**config.mk**
```make
export PLATFORM = sky130hd
export DESIGN_NAME = wfp_lane
export DESIGN_NICKNAME = d
export VERILOG_FILES = /design/src/hw/rtl/wfp_pkg.sv /design/src/hw/rtl/wfp_lane.sv
export SDC_FILE = /design/constraint.sdc
export NUM_CORES = 1
export LEC_CHECK = 0
export ABC_AREA = 1
export BUFFER_PORTS_ARGS = -buffer_cell sky130_fd_sc_hd__buf_4
export CAP_MARGIN = 30
export CORE_AREA = 2 2 53 65
export DETAILED_ROUTE_END_ITERATION = 7
export DIE_AREA = 0 0 55 67
export PLACE_DENSITY = 0.73
export SYNTH_ARGS = -nofsm -noshare
export SYNTH_HDL_FRONTEND = slang
export SYNTH_SLANG_ARGS = --single-unit
```
**constraint.sdc**
```tcl
create_clock -name vclk -period 3.51
set_clock_uncertainty 0.2 [all_clocks]
set_input_delay 0.702 -clock vclk [all_inputs]
set_output_delay 0.702 -clock vclk [all_outputs]
set_load 0.005 [all_outputs]
```
**src/hw/rtl/wfp_pkg.sv**
```systemverilog
`default_nettype none
// ----------------------------------------------------------------------------
// wfp_pkg: shared types and constants for the wall-follow PID steering core
// Register map, reset values, lane and selection records, and the fixed-point
// widths used by the PID datapath.
// ----------------------------------------------------------------------------
package wfp_pkg;

	// Sensor readings and setpoints, unsigned millimetres
	typedef logic [15:0] range_t;
	// Setpoint minus reading, -65535..65535
	typedef logic signed [16:0] err_t;
	// Integral, error and error difference as carried by the PID state
	typedef logic signed [17:0] state_t;
	// Nearest sensor code
	typedef logic [1:0] sensor_t;

	localparam sensor_t SENSOR_FIVE  = 2'd0;
	localparam sensor_t SENSOR_SIX   = 2'd1;
	localparam sensor_t SENSOR_SEVEN = 2'd2;

	// Configuration register indexes
	typedef enum logic [2:0] {
		REG_GAIN_PROP      = 3'd0,
		REG_GAIN_INTEG     = 3'd1,
		REG_GAIN_DERIV     = 3'd2,
		REG_SETPOINT_FIVE  = 3'd3,
		REG_SETPOINT_SIX   = 3'd4,
		REG_SETPOINT_SEVEN = 3'd5,
		REG_FAR_LIMIT      = 3'd6,
		REG_BASE_SPEED     = 3'd7
	} reg_idx_t;

	localparam int unsigned CFG_DATA_W = 32;

	typedef struct packed {
		logic [31:0]        gain_prop;
		logic [31:0]        gain_integ;
		logic [31:0]        gain_deriv;
		range_t             setpoint_five;
		range_t             setpoint_six;
		range_t             setpoint_seven;
		range_t             far_limit;
		logic signed [15:0] base_speed;
	} cfg_t;

	localparam logic [31:0]        RST_GAIN_PROP      = 32'd2181038;
	localparam logic [31:0]        RST_GAIN_INTEG     = 32'd1;
	localparam logic [31:0]        RST_GAIN_DERIV     = 32'd0;
	localparam range_t             RST_SETPOINT_FIVE  = 16'd1080;
	localparam range_t             RST_SETPOINT_SIX   = 16'd650;
	localparam range_t             RST_SETPOINT_SEVEN = 16'd475;
	localparam range_t             RST_FAR_LIMIT      = 16'd5000;
	localparam logic signed [15:0] RST_BASE_SPEED     = 16'sd100;

	// One lane's view of its sensor
	typedef struct packed {
		range_t reading;
		err_t   err;
	} lane_t;

	// What the merge stage found
	typedef struct packed {
		sensor_t idx;
		err_t    err;
		logic    far;
	} pick_t;

	// Integral clamp window
	localparam state_t INTEG_HI = 18'sd2000;
	localparam state_t INTEG_LO = -18'sd2000;

	// Fixed-point datapath widths (Q.24 fraction)
	localparam int unsigned FRAC_W = 24;
	localparam int unsigned PROD_W = 51;   // 33-bit signed gain x 18-bit signed
	localparam int unsigned TERM_W = 53;   // sum of three products
	localparam int unsigned ACC_W  = 54;   // base plus or minus term

	typedef logic signed [PROD_W-1:0] prod_t;
	typedef logic signed [TERM_W-1:0] term_t;
	typedef logic signed [ACC_W-1:0]  acc_t;

	// Term used when the nearest wall is out of range: 2.0 in Q.24
	localparam term_t FAR_TERM = term_t'(2) <<< FRAC_W;

endpackage : wfp_pkg
`default_nettype wire

```
**src/hw/rtl/wfp_lane.sv**
```systemverilog
`default_nettype none
// ----------------------------------------------------------------------------
// wfp_lane: per-sensor error lane
// Forms setpoint minus reading for one sensor and passes the reading on.
// ----------------------------------------------------------------------------
module wfp_lane (
	input  wire wfp_pkg::range_t reading,
	input  wire wfp_pkg::range_t setpoint,
	output wfp_pkg::lane_t       lane
);
	import wfp_pkg::*;

	err_t err;

	assign err          = $signed({1'b0, setpoint}) - $signed({1'b0, reading});
	assign lane.reading = reading;
	assign lane.err     = err;

endmodule : wfp_lane
`default_nettype wire

```
==> results of run 1 <==
stage by stage:
step	worst slack [ns]	instance area (µm²)	instances	hold WS, ns
floorplan	0.741	1180	225	1.28
global placement	0.412	1600	310	1.38
detailed placement	0.383	1600	310	1.38
CTS	0.382	1600	310	1.38
global route	0.271	1600	310	1.39
finish	0.378	1600	310	1.38
area by class of cell:
| class | count | area share [%] |
|---|---|---|
| Multi-Input combinational cell | 150 | 52.8 |
| Timing Repair Buffer | 65 | 30.5 |
| Inverter | 59 | 13.9 |
| Tap cell | 36 | 2.82 |
power groups by stage:
stage	clock, W	combinational [W]	sequential [W]
finish	0	0.000277	0
global route	0	0.000314	0
CTS	0	0.000280	0
detailed placement	0	0.000279	0
global placement	0	0.000277	0
floorplan	0	0.000166	0
final timing paths:
path	depth (start not counted)	endpoint	slack, ns	start
worst max-delay path	10	lane[8]	0.38	reading[0]
worst min-delay path	2	lane[25]	1.38	reading[8]
logic make-up after synthesis:
group                      synth area share, %
and+or+nand+nor                           41.6
buffers and inverters                     28.8
adders and majority gates                 18.6
AOI/OAI and AO/OA                         5.81
xor gates and xnor gates                  5.17
cells in the mapped netlist, drive strengths merged:
master,instances,area share (%)
a21oi,10,4.5
nand4,2,1.1
or2,1,0.53
inv,58,18
buf,16,10
o21a,1,0.63
clkinv,1,0.32
nor3,4,3.0
nand3,14,5.9
o21bai,1,0.63
nand2,84,28
ha,16,17
nor2,9,2.9
xor2,5,3.7
xnor2,2,1.5
fa,1,1.7
per-layer routing:
layer  up-vias  wire, µm  global-route usage, %
met2        45      1320                   28.0
li1        752         -                      -
met3         0       173                  0.224
met4         0         0                      0
met5         -         0                      0
met1       570      1170                   19.8
==> results.cfg, run 1 <==
[drt]
finalWirelength_mm = 2.67
post-route-drc-count = 0
postRouteAntennaNets = 0
routed-via-count = 1367
post_drt_wl_per_cell_um = 8.60
detailedRoute.firstPassIterationCount = 5
routed_via_density = 4.41
first_iter_violations = 14

[worst_setup_path]
worst_ep_required_time_ns = 2.61
startpoint_type = input port
crit_slowest_cell = sky130_fd_sc_hd__fa_1
critical_path_fanout_max = 3
crit_path_max_delay_family = adder cells
crit_path_kind = input port to output port
critPathMostFrequentCell = sky130_fd_sc_hd__nand3_1
cp_slowest_stage_delay_ns = 0.41
arrival_ns = 2.23
crit_chain = buf_4 > ha_1 > fa_1 > inv_1 > nand3_1 > nand3_1 > nand2_1 > nand3_1 > xor2_1 > buf_4
crit_path_end_kind = output port
worst-path-buf-inv = 3

[power]
comb_power_share_pct = 100.0
netSwitchingFraction_pct = 49.7
internal_power_w = 0.000139
switching_power_of_the_nets_w = 0.000138
p_leak_nw = 1.08
power_frac_clock_pct = 0
fin_total_pwr_w = 0.000277
seq_power_share_pct = 0
worst_ir_drop_vdd_uv = 82.3
power_density_nw_per_um2 = 173

[final_layout]
nFlopsAndLatches = 0
mostFrequentLayoutCell = sky130_fd_sc_hd__nand2_1
utilization_pct = 52.8
seq_area_um2 = 0
mostFrequentLayoutCells = sky130_fd_sc_hd__nand2_1, sky130_fd_sc_hd__buf_4, sky130_fd_sc_hd__inv_1
final_layout_clock_buffer_total = 0
flow.area_growth_from_synthesis_pct = 34.8
multi_input_comb_area_um2 = 843
final_nets = 325
antennaDiodeCount = 0
fillerInstances = 332
final_layout_size_suffix_gt1_share_pct = 29.9

[synthesis]
postSynthNetCount = 274
synth.cell_area_um2 = 1180
share_of_the_yosys_chip_area_belonging_to_registers_pct = 0
yosys.cell_types.count = 20
syn_area_per_cell_um2 = 5.27
yosys_warnings = 0
post_synth_inst_count = 225

[cts]
cts_setup_buffers = 0
cts-hold-fix-buffers = 0
post_cts.resized_instances = 0

[run_status]
status = completed

[sta]
setup_tns_ns = 0
pin_slew_with_the_least_headroom_to_its_limit_ns = 0.193
clock.fmax_mhz = 319
setup_viol = 0
slew_headroom_pct = 87.2
final.min_clock_period_ns = 3.13
post-route-period-util_pct = 89.2
setup_repair_after_global_routing_missed_its_margin = false
timing_hold_violations_final = 0
report.final.slew_viol_count = 0

[die]
chipHeight_um = 67
die_area_um2 = 3690
placeableCoreArea_um2 = 3030
fp-row-count = 22
io-pin-count = 65
x_dimension_of_the_die_um = 55
initial_utilization_pct = 39.1

[global_route]
grt_use_total_pct = 15.0
gr-total-overflow = 0
vias_in_the_first_global_route = 1119
grt_first_pass_wirelength_mm = 4.44
grt_start_max_net_pins = 7
antenna_found_initial = 0

[place]
place.detailed.hpwl_mm = 2.45
place_congestion = 0.791
buffer_ports.inserted = 65

[min_path]
min-delay-path-class = input port to output port

[flow_run]
maxCapViolCount = 0
Note: power is estimated with default switching activity, not from simulation.
==> run 2, diff against run 1 <==
--- a/config.mk
+++ b/config.mk
@@ -11,7 +11,8 @@
 export CORE_AREA = 2 2 53 65
 export DETAILED_ROUTE_END_ITERATION = 7
 export DIE_AREA = 0 0 55 67
-export PLACE_DENSITY = 0.73
+export PLACE_DENSITY_LB_ADDON = 0.08
+export REMOVE_ABC_BUFFERS = 1
 export SYNTH_ARGS = -nofsm -noshare
 export SYNTH_HDL_FRONTEND = slang
 export SYNTH_SLANG_ARGS = --single-unit
==> run 2 against run 1 <==
  * Non-clock buffer count is the same
  * Utilization is the same
  * Via count is essentially flat
  * Critical endpoint unchanged
  * Cell count is the same
  * Setup slack gained 0.042 ns
  * Critical path depth is the same
  * Global-route usage shrank 1.3 points
  * Wire length shrank 3.3%
  * Clock-buffer cell count is the same
==> results.cfg, run 2 (synthesized netlist as in run 1, its figures left out) <==
[sta]
setup_viol = 0
post-route-period-util_pct = 88.0
pin_slew_with_the_least_headroom_to_its_limit_ns = 0.201
report.final.slew_viol_count = 0
fin_ws_ns = 0.420
timing.hold.ws_ns = 1.38
final.min_clock_period_ns = 3.09
slew_headroom_pct = 86.6
timing_hold_violations_final = 0
setup_repair_after_global_routing_missed_its_margin = false
setup_tns_ns = 0
clock.fmax_mhz = 324

[power]
worst_ir_drop_vdd_uv = 82.1
netSwitchingFraction_pct = 49.4
power_density_nw_per_um2 = 172
power_frac_clock_pct = 0
fin_total_pwr_w = 0.000274
seq_power_share_pct = 0
p_leak_nw = 1.08
comb_power_share_pct = 100.0
switching_power_of_the_nets_w = 0.000136
internal_power_w = 0.000139

[die]
chipHeight_um = 67
fp-row-count = 22
placeableCoreArea_um2 = 3030
initial_utilization_pct = 39.1
x_dimension_of_the_die_um = 55
die_area_um2 = 3690
io-pin-count = 65

[final_layout]
seq_area_um2 = 0
mostFrequentLayoutCell = sky130_fd_sc_hd__nand2_1
fillerInstances = 363
mostFrequentLayoutCells = sky130_fd_sc_hd__nand2_1, sky130_fd_sc_hd__buf_4, sky130_fd_sc_hd__inv_1
final_cell_area_um2 = 1600
final_layout_size_suffix_gt1_share_pct = 29.9
final_layout_clock_buffer_total = 0
flow.area_growth_from_synthesis_pct = 34.8
final_nets = 325
antennaDiodeCount = 0
nFlopsAndLatches = 0

[drt]
routed-via-count = 1368
postRouteAntennaNets = 0
finalWirelength_mm = 2.58
routed_via_density = 4.41
detailedRoute.firstPassIterationCount = 4
post_drt_wl_per_cell_um = 8.32
post-route-drc-count = 0
first_iter_violations = 13

[worst_setup_path]
crit_path_end_kind = output port
crit_path_kind = input port to output port
worst_ep_required_time_ns = 2.61
startpoint_type = input port
critical_path_fanout_max = 3
arrival_ns = 2.19

[global_route]
grt_start_max_net_pins = 7
gr-total-overflow = 0
antenna_found_initial = 0
groute.layer.met2.usage_pct = 27.4
grt_busiest_layer = met2
grt_met3_use_pct = 0.224
grt_use_total_pct = 13.7
use_met1_pct = 16.6
vias_in_the_first_global_route = 1067
grt_first_pass_wirelength_mm = 4.02

[cts]
cts_setup_buffers = 0
cts-hold-fix-buffers = 0
post_cts.resized_instances = 0

[place]
buffer_ports.inserted = 65
place.detailed.hpwl_mm = 2.41
place_congestion = 0.812
detailed_place.area_um2 = 1600
place_ws_ns = 0.401

[run_status]
status = completed

[min_path]
min-delay-path-class = input port to output port

[flow_run]
maxCapViolCount = 0
-- run 2: cell counts in the layout (fill, tap and decap cells not counted) --
Identical to the previous run, type by type.
-- run 2: per-stage QoR --
| step | instances | utilization (%) |
|---|---|---|
| after floorplan | 209 | - |
| after global placement | 310 | 52.8 |
| after detailed placement | 310 | 52.8 |
| after CTS | 310 | 52.8 |
| after global routing | 310 | 52.8 |
| final | 310 | 52.8 |
-- run 2: layout make-up --
cell class	instances	area [µm²]	area share (%)
multi-input combinational	150	843	52.8
timing repair buffer	65	488	30.5
inverter	59	221	13.9
tap	36	45.0	2.82
-- run 2: critical path, cell delays in order --
cell	delay [ns]
sky130_fd_sc_hd__buf_4	0.11
sky130_fd_sc_hd__ha_1	0.21
sky130_fd_sc_hd__fa_1	0.40
sky130_fd_sc_hd__inv_1	0.09
sky130_fd_sc_hd__nand3_1	0.07
sky130_fd_sc_hd__nand3_1	0.13
sky130_fd_sc_hd__nand2_1	0.06
sky130_fd_sc_hd__nand3_1	0.11
sky130_fd_sc_hd__xor2_1	0.18
sky130_fd_sc_hd__buf_4	0.13
-- run 2: routing by layer --
layer	part of all wire, %	up-vias
li1	-	757
met1	40	570
met2	53	41
met3	6.7	0
met4	0	0
met5	0	-
-- run 2: final timing paths --
kind,from,endpoint,depth (start not counted)
hold / removal,reading[5],lane[22],2
setup / recovery,reading[0],lane[8],10
-- run 2: power groups by stage --
stage / combinational, W / sequential [W] / clock, W
6_report: 0.000274 / 0 / 0
5_1_grt: 0.000315 / 0 / 0
4_1_cts: 0.000280 / 0 / 0
3_5_place_dp: 0.000279 / 0 / 0
3_3_place_gp: 0.000278 / 0 / 0
2_1_floorplan: 0.000151 / 0 / 0
