===== src/hw/rtl/wfp_pkg.sv =====
`default_nettype none
// ----------------------------------------------------------------------------
// wfp_pkg: shared types and constants for the wall-follow PID steering core
// Register map, reset values, lane and selection records, and the fixed-point
// widths used by the PID datapath.
// ----------------------------------------------------------------------------
package wfp_pkg;

	// Sensor readings and setpoints, unsigned millimetres
	typedef logic [15:0] range_t;
	// Setpoint minus reading, -65535..65535
	typedef logic signed [16:0] err_t;
	// Integral, error and error difference as carried by the PID state
	typedef logic signed [17:0] state_t;
	// Nearest sensor code
	typedef logic [1:0] sensor_t;

	localparam sensor_t SENSOR_FIVE  = 2'd0;
	localparam sensor_t SENSOR_SIX   = 2'd1;
	localparam sensor_t SENSOR_SEVEN = 2'd2;

	// Configuration register indexes
	typedef enum logic [2:0] {
		REG_GAIN_PROP      = 3'd0,
		REG_GAIN_INTEG     = 3'd1,
		REG_GAIN_DERIV     = 3'd2,
		REG_SETPOINT_FIVE  = 3'd3,
		REG_SETPOINT_SIX   = 3'd4,
		REG_SETPOINT_SEVEN = 3'd5,
		REG_FAR_LIMIT      = 3'd6,
		REG_BASE_SPEED     = 3'd7
	} reg_idx_t;

	localparam int unsigned CFG_DATA_W = 32;

	typedef struct packed {
		logic [31:0]        gain_prop;
		logic [31:0]        gain_integ;
		logic [31:0]        gain_deriv;
		range_t             setpoint_five;
		range_t             setpoint_six;
		range_t             setpoint_seven;
		range_t             far_limit;
		logic signed [15:0] base_speed;
	} cfg_t;

	localparam logic [31:0]        RST_GAIN_PROP      = 32'd2181038;
	localparam logic [31:0]        RST_GAIN_INTEG     = 32'd1;
	localparam logic [31:0]        RST_GAIN_DERIV     = 32'd0;
	localparam range_t             RST_SETPOINT_FIVE  = 16'd1080;
	localparam range_t             RST_SETPOINT_SIX   = 16'd650;
	localparam range_t             RST_SETPOINT_SEVEN = 16'd475;
	localparam range_t             RST_FAR_LIMIT      = 16'd5000;
	localparam logic signed [15:0] RST_BASE_SPEED     = 16'sd100;

	// One lane's view of its sensor
	typedef struct packed {
		range_t reading;
		err_t   err;
	} lane_t;

	// What the merge stage found
	typedef struct packed {
		sensor_t idx;
		err_t    err;
		logic    far;
	} pick_t;

	// Integral clamp window
	localparam state_t INTEG_HI = 18'sd2000;
	localparam state_t INTEG_LO = -18'sd2000;

	// Fixed-point datapath widths (Q.24 fraction)
	localparam int unsigned FRAC_W = 24;
	localparam int unsigned PROD_W = 51;   // 33-bit signed gain x 18-bit signed
	localparam int unsigned TERM_W = 53;   // sum of three products
	localparam int unsigned ACC_W  = 54;   // base plus or minus term

	typedef logic signed [PROD_W-1:0] prod_t;
	typedef logic signed [TERM_W-1:0] term_t;
	typedef logic signed [ACC_W-1:0]  acc_t;

	// Term used when the nearest wall is out of range: 2.0 in Q.24
	localparam term_t FAR_TERM = term_t'(2) <<< FRAC_W;

endpackage : wfp_pkg
`default_nettype wire


===== src/hw/rtl/wfp_merge.sv =====
`default_nettype none
// ----------------------------------------------------------------------------
// wfp_merge: nearest-sensor merge
// Picks the lane with the smallest reading (earlier sensor on a tie) and
// flags a reading at or beyond the far limit.
// ----------------------------------------------------------------------------
module wfp_merge (
	input  wire wfp_pkg::lane_t  lane_five,
	input  wire wfp_pkg::lane_t  lane_six,
	input  wire wfp_pkg::lane_t  lane_seven,
	input  wire wfp_pkg::range_t far_limit,
	output wfp_pkg::pick_t       pick
);
	import wfp_pkg::*;

	logic   six_lt_five;
	logic   seven_lt_five;
	logic   seven_lt_six;
	lane_t  best;

	// All three compares side by side, then resolve
	assign six_lt_five   = lane_six.reading   < lane_five.reading;
	assign seven_lt_five = lane_seven.reading < lane_five.reading;
	assign seven_lt_six  = lane_seven.reading < lane_six.reading;

	always_comb begin
		if (six_lt_five ? seven_lt_six : seven_lt_five) begin
			pick.idx = SENSOR_SEVEN;
			best     = lane_seven;
		end else if (six_lt_five) begin
			pick.idx = SENSOR_SIX;
			best     = lane_six;
		end else begin
			pick.idx = SENSOR_FIVE;
			best     = lane_five;
		end
		pick.err = best.err;
		pick.far = best.reading >= far_limit;
	end

endmodule : wfp_merge
`default_nettype wire


===== config.mk =====
export PLATFORM = sky130hd
export DESIGN_NAME = wfp_merge
export DESIGN_NICKNAME = d
export VERILOG_FILES = /design/src/hw/rtl/wfp_pkg.sv /design/src/hw/rtl/wfp_merge.sv
export SDC_FILE = /design/constraint.sdc
export NUM_CORES = 1
export LEC_CHECK = 0
export ABC_CLOCK_PERIOD_IN_PS = 5000
export BUFFER_PORTS_ARGS = -buffer_cell sky130_fd_sc_hd__buf_4
export CAP_MARGIN = 20
export CORE_ASPECT_RATIO = 1.2
export CORE_MARGIN = 3
export CORE_UTILIZATION = 27
export DETAILED_ROUTE_END_ITERATION = 7
export PLACE_DENSITY = 0.58
export SYNTH_ARGS = -nofsm -noshare
export SYNTH_HDL_FRONTEND = slang
export SYNTH_SLANG_ARGS = --single-unit

===== constraint.sdc =====
create_clock -name vclk -period 5
set_input_delay 1 -clock vclk [all_inputs]
set_output_delay 1 -clock vclk [all_outputs]
set_load 0.03 [all_outputs]

==> summary.txt, run 1 <==
Status
  • Status: finished, violations left
  • Failing checks: negative setup slack

GRT
  • Largest net degree at the start of global routing: 22
  • Vias in the first global route: 3096
  • Antenna violations before repair: 0
  • First-pass GRT wire length: 13.8 mm
  • GRT Overall Usage: 0.165
  • Total congestion overflow: 0

STA
  • Hold Slack: around 2.4 ns
  • Hold Fails Final Rpt: 0
  • Final setup vio count: 1
  • Worst slew pin tran: 0.462 ns
  • Slew margin rel.: 0.691
  • Max Freq: 187 MHz
  • RSZ-0062 raised after global routing: yes
  • Setup ws final: -0.352 ns
  • Post-layout minimum cycle time: 5.35 ns
  • Setup TNS: -0.352 ns
  • Period utilisation layout: 1.07
  • Final Max Slew Viols: 0

Synthesis
  • Syn nets: 501
  • Avg Cell Area, Syn: 7.38 um^2
  • Most common library cells after synthesis: 96 x inv_1, 61 x ha_1, 38 x nor3_1
  • Area contributors post-synth: ha_1 32%, a221oi_2 18%, inv_1 15%
  • Sequential area share after synthesis: 0
  • Mapped Area: 0.00240 mm^2
  • Top-count cell post-synth: inv_1
  • Largest area contributor in the netlist: ha_1
  • Yosys top cell area share: 0.318
  • Count of different cell masters after synthesis: 30
  • Syn Inst Count: around 330
  • Warnings from Yosys: 0

Drt
  • Vias per cell: 4.75
  • Post-route ant nets: 0
  • DRT Pass-1 Iters: 4
  • Total wire length: ~8.9 mm
  • Vias: between 3k and 4k
  • Iteration-0 DRC Markers: 64
  • Routed WL per cell: 13.9 um
  • Drc violations: 0

Cells and area
  • CLK BUF: 0
  • Reg area: 0 um^2
  • Syn-to-layout area delta: 83.1%
  • FFs & Latches: 0
  • Nets: 699
  • Final Core Density: 0.510
  • N_diodes: 0
  • Cell Count, Final, Fillers Out: roughly 640
  • Fill count: 881
  • Layout cells sized above 1: 0.547

Die
  • Core Region: roughly 0.0086 mm^2
  • Row count: 37
  • Initial core utilization: 0.279
  • Die area: 0.0101 mm^2
  • DIE HEIGHT: 109 um
  • Top Ports: 135
  • Die W: about 92 um

Clock tree
  • Postcts setup bufs: 0

Power
  • Worst vdd ir: around 50 uV
  • Power density cells: 140 mW/mm^2
  • Leak Pwr: 0.00234 uW

Placement
  • Pre-CTS setup slack: -0.566 ns
  • Cell count after placement: 638
  • Gp weighted congestion: roughly 0.86
  • DP Wirelength: 7.83 mm
  • IO buf count: between 100 and 150

Critical path
  • Crit path cell chain: buf_4 -> inv_1 -> ha_1 -> nand2_1 -> or4_4 -> a211oi_4 -> nor3_2 -> mux2_4 -> a221o_1 -> ha_1 -> nand2b_4 -> a21o_1 -> a21o_1 -> a211oi_2 -> o21ai_2 -> a21o_2 -> buf_6
  • Crit path kind: in -> out
  • CP Capture Type: output port
  • CP peak stage delay: 0.56 ns
  • Crit-path slowest cell: or4_4
  • WP data required: ~4.0 ns
  • CP arrival: ~4.4 ns
  • CP startpoint kind: input pin
  • Max FO, Critical Path: 4

Min path
  • Worst hold start: lane_seven[0]
  • Hold depth: 4
  • WHS Endpoint: pick[1]
  • Hold/Removal Path Class: in -> out

Job
  • Max_cap viols: 0
## kinds of logic (layout without fill, tap and decap cells)
family                     after synthesis  count (layout)  synth area share
muxes                                    1               1           0.00625
buffers and inverters                  109             305             0.182
and+or+nand+nor                         78              78             0.180
AOI/OAI and AO/OA                       76              76             0.313
adders and majority gates               61              61             0.318
## cell type report
type	count	area (um^2)	share of cell area
Inverter	96	390	0.0889
Multi-Input combinational cell	216	2240	0.511
Tap cell	117	146	0.0333
Timing Repair Buffer	209	1610	0.367
## critical path: cells and delay by family
kind,cells,cell delay [ns]
buffers and inverters,3,0.26
multiplexers,1,0.28
AND/OR/NAND/NOR,4,0.84
adder cells (fa/ha/maj),2,0.57
AO/OA/AOI/OAI,7,1.38
## cells in the final DEF, fill, tap and decap left out, types with 2 or more instances in the layout
cell type and n:
nand3_1 7, a21o_1 10, ha_1 46, inv_4 7, a221o_1 3, o21a_1 2
nand2b_1 2, inv_2 7, o21ai_0 4, a221oi_2 29, buf_4 200, buf_6 8
nor3_2 2, ha_4 15, nand2_1 6, inv_1 81, nand4_1 10, nor2_1 6
nor3_1 36, a21oi_1 16, a221oi_1 3
## per-layer routing
| metal | wire, um | vias to the layer above | GRT usage |
|---|---|---|---|
| met5 | 0 | - | 0 |
| met4 | 36 | 0 | 0.0127 |
| met3 | 470 | 2 | 0.0159 |
| met2 | 4770 | 83 | 0.336 |
| met1 | 3580 | 1380 | 0.190 |
| li1 | - | 1563 | - |
## repair_timing
item,CTS,global route
endpoints found under the setup margin,1,1
gates resized for setup,26,19
hold buffers,0,0
pin swaps,16,10
## stage by stage
stage | instance area (um^2) | power [uW]
2_1_floorplan | 2530 | 332
3_3_place_gp | 4180 | 581
3_5_place_dp | 4180 | 590
4_1_cts | 4300 | 606
5_1_grt | 4390 | 670
6_report | 4390 | 614
## how the worst max path moves through the flow
stage	startpoint	slack, ns	to
CTS	lane_six[22]	-0.44	pick[0]
global route	lane_five[27]	-0.48	pick[0]
finish	lane_six[22]	-0.35	pick[0]
floorplan	lane_five[31]	-0.09	pick[0]
global placement	lane_six[32]	-0.57	pick[0]
detailed placement	lane_six[32]	-0.57	pick[0]
## power breakdown
part | total (uW) | switching [uW] | internal (uW)
Sequential | 0 | 0 | 0
Clock | 0 | 0 | 0
Combinational | 614 | 307 | 307
Total | 614 | 307 | 307
Power figures use the tool's default switching activity.
==> run 2: changes to the inputs <==
--- a/config.mk
+++ b/config.mk
@@ -5,14 +5,15 @@
 export SDC_FILE = /design/constraint.sdc
 export NUM_CORES = 1
 export LEC_CHECK = 0
-export ABC_CLOCK_PERIOD_IN_PS = 5000
+export ABC_CLOCK_PERIOD_IN_PS = 5400
 export BUFFER_PORTS_ARGS = -buffer_cell sky130_fd_sc_hd__buf_4
 export CAP_MARGIN = 20
 export CORE_ASPECT_RATIO = 1.2
 export CORE_MARGIN = 3
 export CORE_UTILIZATION = 27
 export DETAILED_ROUTE_END_ITERATION = 7
-export PLACE_DENSITY = 0.58
+export PLACE_DENSITY = 0.56
+export SLEW_MARGIN = 10
 export SYNTH_ARGS = -nofsm -noshare
 export SYNTH_HDL_FRONTEND = slang
 export SYNTH_SLANG_ARGS = --single-unit
==> constraint.sdc (replaced) <==
create_clock -name vclk -period 5.4
set_input_delay 1.08 -clock vclk [all_inputs]
set_output_delay 1.08 -clock vclk [all_outputs]
set_load 0.03 [all_outputs]
==> run 2 against run 1 <==
Against the previous run: the run still ends with negative setup slack left; flip-flop and latch count unchanged; critical path type unchanged; utilization decreased by 1.1 points; via count decreased by 1.2%; critical path depth unchanged; hold slack improved by 0.16 ns; worst setup slack improved by 0.27 ns; largest cell class unchanged.
==> summary.txt, run 2 (synthesis results as in run 1) <==
Job
  • Max_cap viols: 0

Drt
  • Vias: 2993
  • Vias per cell: between 4 and 5
  • Iteration-0 DRC Markers: 67
  • Routed WL per cell: 14.5 um
  • Post-route ant nets: 0
  • DRT Pass-1 Iters: 4
  • Drc violations: 0
  • Total wire length: slightly above 9 mm

STA
  • Period utilisation layout: 1.01
  • Setup TNS: -0.0789 ns
  • Hold Fails Final Rpt: 0
  • Hold Slack: 2.53 ns
  • Setup ws final: -0.0789 ns
  • RSZ-0062 raised after global routing: yes
  • Post-layout minimum cycle time: 5.48 ns
  • Worst slew pin tran: between 0.4 and 0.5 ns
  • Final setup vio count: 1
  • Max Freq: 183 MHz
  • Slew margin rel.: 0.679
  • Final Max Slew Viols: 0

Power
  • Worst vdd ir: 63.5 uV
  • Leak Pwr: 0.00229 uW
  • Power density cells: roughly 130 mW/mm^2

Cells and area
  • Syn-to-layout area delta: 79.0%
  • Layout cells sized above 1: 0.530
  • Leading cell type in the layout, fill and taps excluded: buf_4
  • Reg area: 0 um^2
  • Nets: 686
  • CLK BUF: 0
  • Commonest non-fill, non-tap cells in the layout: 185 x buf_4, 84 x inv_1, 47 x ha_1, 35 x nor3_1, 28 x a221oi_2
  • Fill count: between 800 and 900
  • Footprint of the multi-input gates: approximately 0.0022 mm^2
  • FFs & Latches: 0
  • N_diodes: 0

Clock tree
  • Hold_buf cts: 0

Status
  • Failing checks: negative setup slack
  • Status: finished, violations left

Critical path
  • CP Capture Type: output port
  • Crit path cell chain: buf_4 -> inv_1 -> ha_1 -> nand2_2 -> or4_4 -> a211oi_2 -> nor3_2 -> mux2_4 -> a221o_1 -> ha_1 -> nand2b_4 -> a21o_1 -> a21o_1 -> a211oi_2 -> o21ai_1 -> a21o_1 -> buf_6
  • Worst Setup SP: lane_six[24]
  • CP peak stage delay: 0.53 ns
  • Crit-path slowest cell: or4_4
  • Crit path kind: in -> out
  • CP startpoint kind: input pin
  • Max FO, Critical Path: 2
  • Setup crit end: pick[0]
  • WP data required: 4.32 ns
  • CP arrival: roughly 4.4 ns
  • Most used cell, CP: a21o_1

GRT
  • Antenna violations before repair: 0
  • GRT Overall Usage: 0.166
  • Largest net degree at the start of global routing: 21
  • First-pass GRT wire length: 13.8 mm
  • Total congestion overflow: 0
  • Vias in the first global route: 2926

Placement
  • DP Wirelength: around 7.8 mm
  • IO buf count: 135
  • Gp weighted congestion: between 0.8 and 0.9

Die
  • Die W: 92.1 um
  • Initial core utilization: 0.279
  • DIE HEIGHT: 109 um
  • Row count: 37
  • Top Ports: between 100 and 150
  • Die area: 0.0101 mm^2
  • Core Region: 0.00861 mm^2

Min path
  • Hold/Removal Path Class: in -> out
==> run 2: cell count changes in the layout (fill, tap and decap cells not counted), sizes merged <==
| cell | before | now |
|---|---|---|
| buf | 209 | 196 |
==> run 2: worst min path at each step <==
stage / start / slack, ns / to / depth (start not counted)
after global routing: lane_seven[10] / 2.55 / pick[11] / 4
after global placement: lane_seven[15] / 2.53 / pick[16] / 4
final: lane_seven[11] / 2.53 / pick[12] / 4
after detailed placement: lane_seven[11] / 2.53 / pick[12] / 4
after CTS: lane_seven[11] / 2.53 / pick[12] / 4
after floorplan: lane_six[9] / 2.32 / pick[10] / 2
==> run 2: timing repair <==
action	in CTS	in global routing
setup buffers	2	3
hold endpoints to repair	0	0
setup endpoints to repair	1	1
resized for setup	36	26
pin swaps	20	13
==> run 2: stage by stage <==
stage	cell area [um^2]	total power [uW]	setup slack (ns)	utilization	instances
after detailed placement	3930	511	-0.413	0.456	620
after CTS	4130	546	-0.0946	0.480	622
after global placement	3930	505	-0.337	0.456	620
after global routing	4300	614	-0.203	0.499	625
after floorplan	2400	297	0.0943	-	325
final	4300	565	-0.0789	0.499	625
==> run 2: cell type report <==
| cell class | instances | area share |
|---|---|---|
| Multi-Input combinational cell | 216 | 0.523 |
| Timing Repair Buffer | 196 | 0.357 |
| Inverter | 96 | 0.0862 |
| Tap cell | 117 | 0.0341 |
==> run 2: layer usage <==
metal / part of all wire / GRT usage / vias to the layer above
li1: - / - / 1537
met1: 0.43 / 0.213 / 1373
met4: 0.0086 / 0.0138 / 0
met5: 0 / 0 / -
met3: 0.045 / 0.0138 / 6
met2: 0.52 / 0.313 / 77
==> run 2: where the power goes <==
part | internal [uW] | switching (uW) | total (uW) | leakage, uW
clock network | 0 | 0 | 0 | 0
logic | 281 | 284 | 565 | 0.00229
registers | 0 | 0 | 0 | 0
total | 281 | 284 | 565 | 0.00229
==> run 2: critical path, delay by kind of cell <==
family / cells / cell delay (ns)
and+or+nand+nor: 4 / 0.80
muxes: 1 / 0.28
buffers and inverters: 3 / 0.28
AOI/OAI and AO/OA: 7 / 1.37
adders and majority gates: 2 / 0.58
==> run 3: changes to the inputs <==
--- a/config.mk
+++ b/config.mk
@@ -9,10 +9,11 @@
 export BUFFER_PORTS_ARGS = -buffer_cell sky130_fd_sc_hd__buf_4
 export CAP_MARGIN = 20
 export CORE_ASPECT_RATIO = 1.2
-export CORE_MARGIN = 3
+export CORE_MARGIN = 2
 export CORE_UTILIZATION = 27
 export DETAILED_ROUTE_END_ITERATION = 7
 export PLACE_DENSITY = 0.56
+export REMOVE_ABC_BUFFERS = 1
 export SLEW_MARGIN = 10
 export SYNTH_ARGS = -nofsm -noshare
 export SYNTH_HDL_FRONTEND = slang
==> run 3 against run 2 <==
Against the previous run: the flow still finishes with violations (negative setup slack); hold slack about the same; worst setup slack improved by 0.018 ns; global-route usage increased by 0.71 points; wire length decreased by 3.5%; final cell count unchanged; utilization decreased by 1.8 points; non-clock buffer count unchanged; first-iteration DRC count increased by 16%; critical path depth unchanged; critical endpoint unchanged; largest cell class unchanged; combinational power decreased by 4.1%.
==> summary.txt, run 3 (synthesis results as in run 1) <==
Status
  • Status: finished, violations left
  • Failing checks: negative setup slack

Power
  • Total chip power: 542 uW
  • Worst vdd ir: 43.7 uV
  • Leak Pwr: 0.00228 uW
  • Power density cells: 131 mW/mm^2

GRT
  • First-pass GRT wire length: 14.2 mm
  • Largest net degree at the start of global routing: 19
  • Vias in the first global route: around 3.2k
  • GRT Overall Usage: 0.173
  • Antenna violations before repair: 0
  • Total congestion overflow: 0

Cells and area
  • Final instance area: 0.00414 mm^2
  • Layout cells sized above 1: 0.498
  • FFs & Latches: 0
  • Cell Count, Final, Fillers Out: between 600 and 700
  • CLK BUF: 0
  • Syn-to-layout area delta: 72.5%
  • Reg area: 0 um^2
  • Commonest non-fill, non-tap cells in the layout: 190 x buf_4, 90 x inv_1, 55 x ha_1, 36 x nor3_1, 29 x a221oi_2
  • N_diodes: 0
  • Nets: 686
  • Leading cell type in the layout, fill and taps excluded: buf_4

Critical path
  • Crit path kind: in -> out
  • CP arrival: 4.38 ns
  • CP startpoint kind: input pin
  • CP Capture Type: output port
  • Worst Setup SP: lane_six[31]
  • Max FO, Critical Path: 2
  • WP data required: 4.32 ns

STA
  • Hold Fails Final Rpt: 0
  • Final Max Slew Viols: 0
  • Worst slew pin tran: 0.547 ns
  • Max Freq: 183 MHz
  • Slew margin rel.: 0.635
  • RSZ-0062 raised after global routing: yes
  • Setup TNS: -0.0608 ns
  • Final setup vio count: 1
  • Post-layout minimum cycle time: 5.46 ns
  • Setup ws final: -0.0608 ns
  • Period utilisation layout: 1.01

Placement
  • Gp weighted congestion: 0.872
  • Cell count after placement: 625
  • DP Wirelength: about 7.6 mm
  • Post-DP Area: around 0.0040 mm^2
  • IO buf count: between 100 and 150

Drt
  • Iteration-0 DRC Markers: 78
  • Vias: ~3.0k
  • Routed WL per cell: roughly 14 um
  • Drc violations: 0
  • DRT Pass-1 Iters: 4
  • Post-route ant nets: 0
  • Total wire length: 8.74 mm
  • Vias per cell: 4.82

Die
  • Die area: 0.00966 mm^2
  • Top Ports: about 140
  • Die W: 90.1 um
  • DIE HEIGHT: 107 um
  • Core Region: 0.00861 mm^2
  • Initial core utilization: 0.279
  • Row count: 37

Min path
  • WHS Endpoint: pick[10]
  • Worst hold start: lane_seven[9]
  • Hold/Removal Path Class: in -> out
  • Hold depth: 4

Job
  • Max_cap viols: 0

Clock tree
  • Hold_buf cts: 0
-- run 3: cell types whose count changed in the layout (fill, tap and decap cells not counted), moves of 2 or more --
cell and change:
buf_12 -2, inv_4 -4, ha_1 +8, inv_2 -2, inv_1 +6, ha_4 -7, buf_4 +5, buf_6 -2
-- run 3: how the worst max path moves through the flow --
stage,to,slack (ns),cells past startpoint
finish,pick[0],-0.06,17
global route,pick[0],-0.20,17
CTS,pick[0],-0.06,17
detailed placement,pick[0],-0.35,17
global placement,pick[0],-0.31,17
floorplan,pick[0],-2.50,14
-- run 3: layout make-up --
class,count,area (um^2)
inverter,96,360
multi-input combinational,216,2140
tap,117,146
timing repair buffer,196,1490
fill,889,4470
-- run 3: worst max-delay path, cell delays in order --
cell,delay (ns)
buf_4,0.09
inv_2,0.04
ha_4,0.26
nand4_1,0.14
or4_4,0.50
a211oi_2,0.23
nor3_2,0.07
mux2_4,0.27
a221o_1,0.32
ha_1,0.28
nand2b_4,0.13
a21o_1,0.15
a21o_1,0.16
a211oi_2,0.24
o21ai_1,0.10
a21o_1,0.19
buf_6,0.13
-- run 3: timing repair --
item,CTS,global route
pin swaps,15,3
setup buffers,0,0
resized for setup,25,9
endpoints found under the setup margin,1,1
-- run 3: stage by stage --
| stage | setup WS, ns | hold WS [ns] | utilization |
|---|---|---|---|
| after floorplan | -2.50 | 2.32 | - |
| after global placement | -0.314 | 2.53 | 0.459 |
| after detailed placement | -0.354 | 2.53 | 0.459 |
| after CTS | -0.0592 | 2.53 | 0.476 |
| after global routing | -0.201 | 2.55 | 0.481 |
| final | -0.0608 | 2.53 | 0.481 |
-- run 3: power breakdown --
part           switching [uW]  total (uW)  internal (uW)
logic                     276         542            266
clock network               0           0              0
registers                   0           0              0
total                     276         542            266
-- run 3: metal layers --
metal | GRT usage | up-vias | wire length [um]
li1 | - | 1539 | -
met1 | 0.208 | 1374 | 3690
met2 | 0.336 | 89 | 4500
met3 | 0.0147 | 12 | 385
met4 | 0.0330 | 0 | 164
met5 | 0 | - | 0
